==> src/design/lswd_pkg.sv <==
// Shared types, constants and CRC step function for the leap second word decoder.
// No dependencies.
package lswd_pkg;

  localparam int          LswdMsgBits       = 28;
  localparam int          LswdStepsPerStage = 7;
  localparam int          LswdCrcStages     = LswdMsgBits / LswdStepsPerStage;
  localparam logic [31:0] LswdSeed          = 32'h54A9_ABF8;
  localparam logic [31:0] LswdPolyAlign     = 32'h9780_0000;
  localparam logic [7:0]  LswdCrcGood       = 8'h80;
  localparam logic [3:0]  LswdClassE        = 4'hF;
  localparam logic [11:0] LswdBaseYear      = 12'd1971;
  localparam logic [11:0] LswdCountBias     = 12'd10;
  localparam logic [11:0] LswdRecip12       = 12'd2731;
  localparam int          LswdRecipShift    = 15;

  localparam logic [1:0] StOk       = 2'd0;
  localparam logic [1:0] StNotClass = 2'd1;
  localparam logic [1:0] StCrcBad   = 2'd2;
  localparam logic [1:0] StBadCode  = 2'd3;

  localparam logic [1:0] CodeSame = 2'd0;
  localparam logic [1:0] CodeDown = 2'd1;
  localparam logic [1:0] CodeUp   = 2'd2;
  localparam logic [1:0] CodeBad  = 2'd3;

  typedef struct packed {
    logic [31:0] word;
    logic [31:0] crc;
  } lswd_beat_t;

  function automatic logic [31:0] lswd_crc_steps(input logic [31:0] r_in);
    logic [31:0] r;
    r = r_in;
    for (int i = 0; i < LswdStepsPerStage; i++) begin
      if (r[31]) begin
        r = r ^ LswdPolyAlign;
      end
      r = {r[30:0], 1'b0};
    end
    return r;
  endfunction

endpackage

==> src/design/lswd_crc_stage.sv <==
// One pipeline stage of the CRC check: a group of shift steps and a register.
// Uses lswd_pkg.
module lswd_crc_stage import lswd_pkg::*; (
  input  logic       clk,
  input  logic       rst,
  input  logic       in_valid,
  input  lswd_beat_t in_data,
  output logic       in_ready,
  output logic       out_valid,
  output lswd_beat_t out_data,
  input  logic       out_ready
);

  assign in_ready = !out_valid || out_ready;

  always_ff @(posedge clk) begin
    if (rst) begin
      out_valid <= 1'b0;
    end else if (in_ready) begin
      out_valid <= in_valid;
    end
  end

  always_ff @(posedge clk) begin
    if (in_ready && in_valid) begin
      out_data.word <= in_data.word;
      out_data.crc  <= lswd_crc_steps(in_data.crc);
    end
  end

endmodule

==> src/design/lswd_finish.sv <==
// Last stage: status checks, month count split by 12, and the output register.
// Uses lswd_pkg.
module lswd_finish import lswd_pkg::*; (
  input  logic        clk,
  input  logic        rst,
  input  logic        in_valid,
  input  lswd_beat_t  in_data,
  output logic        in_ready,
  output logic        out_valid,
  input  logic        out_stall,
  output logic [1:0]  status,
  output logic [11:0] horizon_year,
  output logic [3:0]  horizon_month,
  output logic [6:0]  utc_offset,
  output logic [1:0]  offset_change
);

  logic [11:0] count;
  logic [23:0] prod;
  logic [11:0] quot;
  logic [11:0] quot12;
  logic [3:0]  rem;
  logic [1:0]  code;
  logic [1:0]  status_next;
  logic [1:0]  change_next;

  assign code   = in_data.word[16:15];
  assign count  = {1'b0, in_data.word[27:17]} + LswdCountBias;
  assign prod   = count * LswdRecip12;
  assign quot   = 12'(prod >> LswdRecipShift);
  assign quot12 = {quot[8:0], 3'b000} + {quot[9:0], 2'b00};
  assign rem    = 4'(count - quot12);

  always_comb begin
    if (in_data.word[31:28] != LswdClassE) begin
      status_next = StNotClass;
    end else if (in_data.crc[31:24] != LswdCrcGood) begin
      status_next = StCrcBad;
    end else if (code == CodeBad) begin
      status_next = StBadCode;
    end else begin
      status_next = StOk;
    end
  end

  always_comb begin
    unique case (code)
      CodeDown: change_next = 2'b11;
      CodeUp:   change_next = 2'b01;
      default:  change_next = 2'b00;
    endcase
  end

  assign in_ready = !out_valid || !out_stall;

  always_ff @(posedge clk) begin
    if (rst) begin
      out_valid <= 1'b0;
    end else if (in_ready) begin
      out_valid <= in_valid;
    end
  end

  always_ff @(posedge clk) begin
    if (in_ready && in_valid) begin
      status <= status_next;
      if (status_next == StOk) begin
        horizon_year  <= LswdBaseYear + quot;
        horizon_month <= rem + 4'd1;
        utc_offset    <= in_data.word[14:8];
        offset_change <= change_next;
      end else begin
        horizon_year  <= '0;
        horizon_month <= '0;
        utc_offset    <= '0;
        offset_change <= '0;
      end
    end
  end

endmodule

==> src/design/leap_second_word_decoder.sv <==
// Leap second announcement word decoder, top level.
// Uses lswd_pkg, lswd_crc_stage and lswd_finish.
//
// Each beat on address_word yields one result beat, passing through four register
// stages of seven CRC shift steps each and one stage for the checks, the divide
// by 12 and the output register.
// A new beat is taken every cycle unless the stall reaches back to the input; each stage holds
// its beat only while the stage after it is full and stalled, so bubbles close up under stall.
module leap_second_word_decoder import lswd_pkg::*; (
  input  logic        clk,
  input  logic        rst,
  input  logic        in_valid,
  output logic        in_stall,
  input  logic [31:0] address_word,
  output logic        out_valid,
  input  logic        out_stall,
  output logic [1:0]  status,
  output logic [11:0] horizon_year,
  output logic [3:0]  horizon_month,
  output logic [6:0]  utc_offset,
  output logic [1:0]  offset_change
);

  lswd_beat_t beat  [LswdCrcStages+1];
  logic       valid [LswdCrcStages+1];
  logic       ready [LswdCrcStages+1];

  assign valid[0]     = in_valid;
  assign beat[0].word = address_word;
  assign beat[0].crc  = LswdSeed ^ {address_word[LswdMsgBits-1:0], 4'b0000};
  assign in_stall     = !ready[0];

  for (genvar g = 0; g < LswdCrcStages; g++) begin : g_crc
    lswd_crc_stage u_stage (
      .clk       (clk),
      .rst       (rst),
      .in_valid  (valid[g]),
      .in_data   (beat[g]),
      .in_ready  (ready[g]),
      .out_valid (valid[g+1]),
      .out_data  (beat[g+1]),
      .out_ready (ready[g+1])
    );
  end

  lswd_finish u_finish (
    .clk           (clk),
    .rst           (rst),
    .in_valid      (valid[LswdCrcStages]),
    .in_data       (beat[LswdCrcStages]),
    .in_ready      (ready[LswdCrcStages]),
    .out_valid     (out_valid),
    .out_stall     (out_stall),
    .status        (status),
    .horizon_year  (horizon_year),
    .horizon_month (horizon_month),
    .utc_offset    (utc_offset),
    .offset_change (offset_change)
  );

  a_stall_needs_full: assert property (@(posedge clk) disable iff (rst)
    in_stall |-> (out_valid && out_stall))
    else $error("input stalled while output not blocked");

  a_ok_month_range: assert property (@(posedge clk) disable iff (rst)
    (out_valid && status == StOk) |-> (horizon_month >= 4'd1 && horizon_month <= 4'd12))
    else $error("month out of range");

  a_err_zero: assert property (@(posedge clk) disable iff (rst)
    (out_valid && status != StOk) |->
      (horizon_year == '0 && horizon_month == '0 && utc_offset == '0 &&
       offset_change == '0))
    else $error("value fields not zero on error");

  a_ok_change: assert property (@(posedge clk) disable iff (rst)
    (out_valid && status == StOk) |-> (offset_change != 2'b10))
    else $error("illegal offset change");

endmodule

==> config.mk <==
export PLATFORM = sky130hd
export DESIGN_NAME = leap_second_word_decoder
export DESIGN_NICKNAME = d
export VERILOG_FILES = /design/src/design/lswd_pkg.sv /design/src/design/lswd_crc_stage.sv /design/src/design/lswd_finish.sv /design/src/design/leap_second_word_decoder.sv
export SDC_FILE = /design/constraint.sdc
export NUM_CORES = 1
export LEC_CHECK = 0
export ABC_AREA = 1
export BUFFER_PORTS_ARGS = -buffer_cell sky130_fd_sc_hd__buf_2
export CORE_MARGIN = 1.5
export CORE_UTILIZATION = 45
export DETAILED_ROUTE_END_ITERATION = 8
export HOLD_SLACK_MARGIN = 0.15
export PLACE_DENSITY_LB_ADDON = 0.2
export SETUP_SLACK_MARGIN = 0.1
export SLEW_MARGIN = 20
export SYNTH_ARGS = -nofsm -noshare
export SYNTH_HDL_FRONTEND = slang
export SYNTH_SLANG_ARGS = --single-unit
==> constraint.sdc <==
create_clock -name clk -period 6.9 [get_ports clk]
set_input_delay 1.035 -clock clk [delete_from_list [all_inputs] [get_ports clk]]
set_output_delay 1.035 -clock clk [all_outputs]
set_load 0.01 [all_outputs]
==> flow_metrics.py <==
metrics = {
    "power_and_ir_drop": {
        "ir_worst_vdd_mv": 0.2028,
        "power_switching_mw": 1.176,
        "swShare_pct": 33.12,
        "clockPowerShare_pct": 26.7,
        "pwr-share-seq_pct": 40.2,
        "p_comb_share_pct": 33.1,
        "total_power_mw": 3.550,
        "p_leak_nw": 4.870,
        "p_int_mw": 2.374,
        "power_density_mw_per_mm2": 314.1,
    },
    "hold_path": {
        "min_from": "g_crc[2].u_stage.out_data[60]",
        "worstHoldPathCells": 0,
        "worst_hold_path_type": "reg2reg",
    },
    "grt": {
        "antenna_found_initial": 0,
        "grt_pass1_wl_mm": 27.70,
        "grt_use_total_pct": 15.20,
        "grt_overflow": 0,
        "grt_max_degree": 44,
        "grt_pass1_vias": 5870,
    },
    "setup_path": {
        "cp_slowest_cell": "fa_1",
        "r2r_slack_ns": 0.64,
        "r2r_cells": 30,
        "max_stage_delay_ns": 0.52,
        "critPathArrivalTime_ns": 6.43,
        "worstPathRequired_ns": 7.07,
        "path_class": "reg2reg",
        "end_kind": "flop",
        "r2r_start": "g_crc[3].u_stage.out_data[50]",
        "cp-start-kind": "flop",
        "worstPathMaxFanout": 5,
        "critPathLaunch": "g_crc[3].u_stage.out_data[50]",
    },
    "sta": {
        "tightest_slew_ns": 0.9214,
        "final.setup.tns_ns": 0,
        "min_period_ns": 6.262,
        "post-route-period-util_pct": 90.76,
        "rsz0062_at_grt": "no",
        "slew_headroom_pct": 38.44,
        "setup_viol": 0,
        "finalMaxSlewViolations": 0,
        "fmax_mhz": 159.7,
        "final-hold-violation-count": 0,
        "final.setup_skew_ns": 0.009274,
    },
    "placed_design": {
        "place_hpwl_mm": 12.74,
        "gp_congestion": 0.8664,
        "dp_cells": 1181,
        "io_buffers": 64,
    },
    "synthesis": {
        "synthSimpleGateAreaFrac_pct": 8.513,
        "synth_adder_area_share_pct": 18.11,
        "synth_mux_area_share_pct": 0,
        "synth_compound_area_share_pct": 2.976,
        "synth.cell_area_mm2": 0.009965,
        "ys.flop_type": "edfxtp_1",
        "ys_warn_count": 0,
        "synth-seq-area-share_pct": 52.84,
        "synth_area_per_cell_um2": 11.91,
        "synth_top_family_by_area": "adder cells",
        "async_flop_share_pct": 0,
        "synthCells": 837,
        "synth-seq-cells": 177,
        "syn-num-nets": 995,
        "synth_edf_count": 172,
        "synth_xor_area_share_pct": 11.43,
        "synth_cell_type_count": 33,
    },
    "floorplanning": {
        "dieArea_mm2": 0.02304,
        "die_h_um": 151.8,
        "die_w_um": 151.8,
        "initial_core_util_pct": 45.80,
        "coreArea_mm2": 0.02176,
        "num_rows": 54,
        "io-pin-count": 65,
    },
    "cells_and_area": {
        "final_common_cell": "edfxtp_1",
        "final_util_pct": 51.95,
        "layout_common_cells": "edfxtp_1 (172), inv_1 (153), nand2_1 (86)",
        "syn_to_final_growth_pct": 13.42,
        "fin_cells": 1214,
        "final_nets": 1079,
        "diodes": 0,
        "seqCellArea_mm2": 0.005265,
        "fill_cells": 1948,
        "multi_input_area_mm2": 0.004114,
        "drive_above_1_share_pct": 12.53,
    },
    "drt": {
        "via_per_inst": 4.594,
        "post_drt_wl_per_cell_um": 13.09,
        "drt_wl_total_mm": 15.89,
        "post-route-drc-count": 0,
        "antenna_left": 0,
        "num_vias": 5577,
        "drtIter0Drc": 197,
        "dr.pass1.iters": 4,
    },
    "clock_network": {
        "clock_latency_ns": 0.43,
        "clock_sinks": 177,
        "cts_tree": "done",
        "postCtsSetupBuffers": 0,
        "clkTransAtPathRegs_ns": 0.07,
        "numCtsBuffers": 17,
        "cts_buffer_depth": 2,
        "root_buffer": "clkbuf_16",
        "ctsHtreeMaxLevel": 4,
    },
    "run_status": {
        "status": "complete, no violations",
    },
    "job": {
        "drv_cap": 0,
    },
}
==> power groups by stage <==
stage                     logic [mW]  clock network (mW)  registers [mW]
after global routing            1.35                1.02            1.44
after global placement          1.17                   0            1.45
after floorplan                0.999                   0            1.43
after detailed placement        1.19                   0            1.45
after CTS                       1.19               0.978            1.43
final                           1.18               0.948            1.43
==> flip-flops by register name, summed over array words and instances (netlist names) <==
signal and cells:
u_finish.horizon_month 4, u_finish.horizon_year 12, u_finish.utc_offset 7, u_finish.out_valid 1, u_finish.status 2, g_crc.u_stage.out_valid 4
u_finish.offset_change 2, g_crc.u_stage.out_data 145
==> cell type report <==
type	instances	share of cell area (%)
clock inverters	15	1.661
repair buffers	71	3.410
inverters	153	5.081
multi-input cells	501	36.40
well taps	280	3.100
flip-flops and latches	177	46.58
clock buffers	17	3.764
==> cell usage after synthesis, types with 2 or more instances <==
cell type | count | share of area (%)
o21a_1 | 2 | 0.15
ha_1 | 85 | 11
nand3_1 | 22 | 1.1
nor2_1 | 62 | 2.3
nand2_1 | 86 | 3.2
a21oi_1 | 31 | 1.6
a21o_1 | 5 | 0.38
xnor2_1 | 65 | 5.7
nand4_1 | 4 | 0.25
nand3_2 | 2 | 0.20
inv_1 | 153 | 5.8
fa_1 | 37 | 7.4
edfxtp_1 | 172 | 52
nor3_1 | 12 | 0.60
dfxtp_1 | 5 | 1.0
o21ai_0 | 11 | 0.55
xor2_1 | 60 | 5.3
nand2_2 | 3 | 0.19
nor2_2 | 2 | 0.13
buf_2 | 3 | 0.15
nand3b_1 | 3 | 0.23
==> cells by family (layout without fill, tap and decap cells) <==
kind of cell,after synthesis,count (layout)
and+or+nand+nor,199,199
DFF,177,177
xor gates and xnor gates,127,127
adders and majority gates,122,122
AOI/OAI and AO/OA,53,53
buffers and inverters,159,256
==> worst paths after layout <==
check / end
worst max-delay path: u_finish.horizon_month[3]
worst min-delay path: g_crc[3].u_stage.out_data[60]
worst max register to register: u_finish.horizon_month[3]
worst min register to register: g_crc[3].u_stage.out_data[60]
==> timing repair <==
action                                  4_1_cts  5_1_grt
resized for setup                             0        1
hold buffers                                  0        0
endpoints found under the setup margin        0        1
==> metrics by stage <==
step | setup slack, ns | hold slack, ns | instance area, um^2
3_5_place_dp | 0.5842 | 0.4045 | 10660
2_1_floorplan | 0.9509 | 0.4003 | 9965
6_report | 0.6378 | 0.4177 | 11300
4_1_cts | 0.5643 | 0.4211 | 11280
5_1_grt | 0.1243 | 0.4263 | 11300
3_3_place_gp | 0.7202 | 0.4005 | 10660
==> layer usage <==
layer  part of all wire (%)  up-vias  global-route usage [%]
met5                      0        -                       0
met4                    1.7        0                   5.039
met3                    4.4       22                   3.508
met2                     48       91                   25.19
met1                     46     2557                   19.76
li1                       -     2907                       -
==> worst max-delay path: cells and delay by family, from the launching register on <==
family,cells,cell delay [ns]
AOI/OAI and AO/OA,2,0.21
xor gates and xnor gates,2,0.26
adders and majority gates,9,3.15
buffers and inverters,7,0.49
DFF,1,0.39
and+or+nand+nor,10,1.51
No activity file was read; power rests on OpenSTA's default activity.
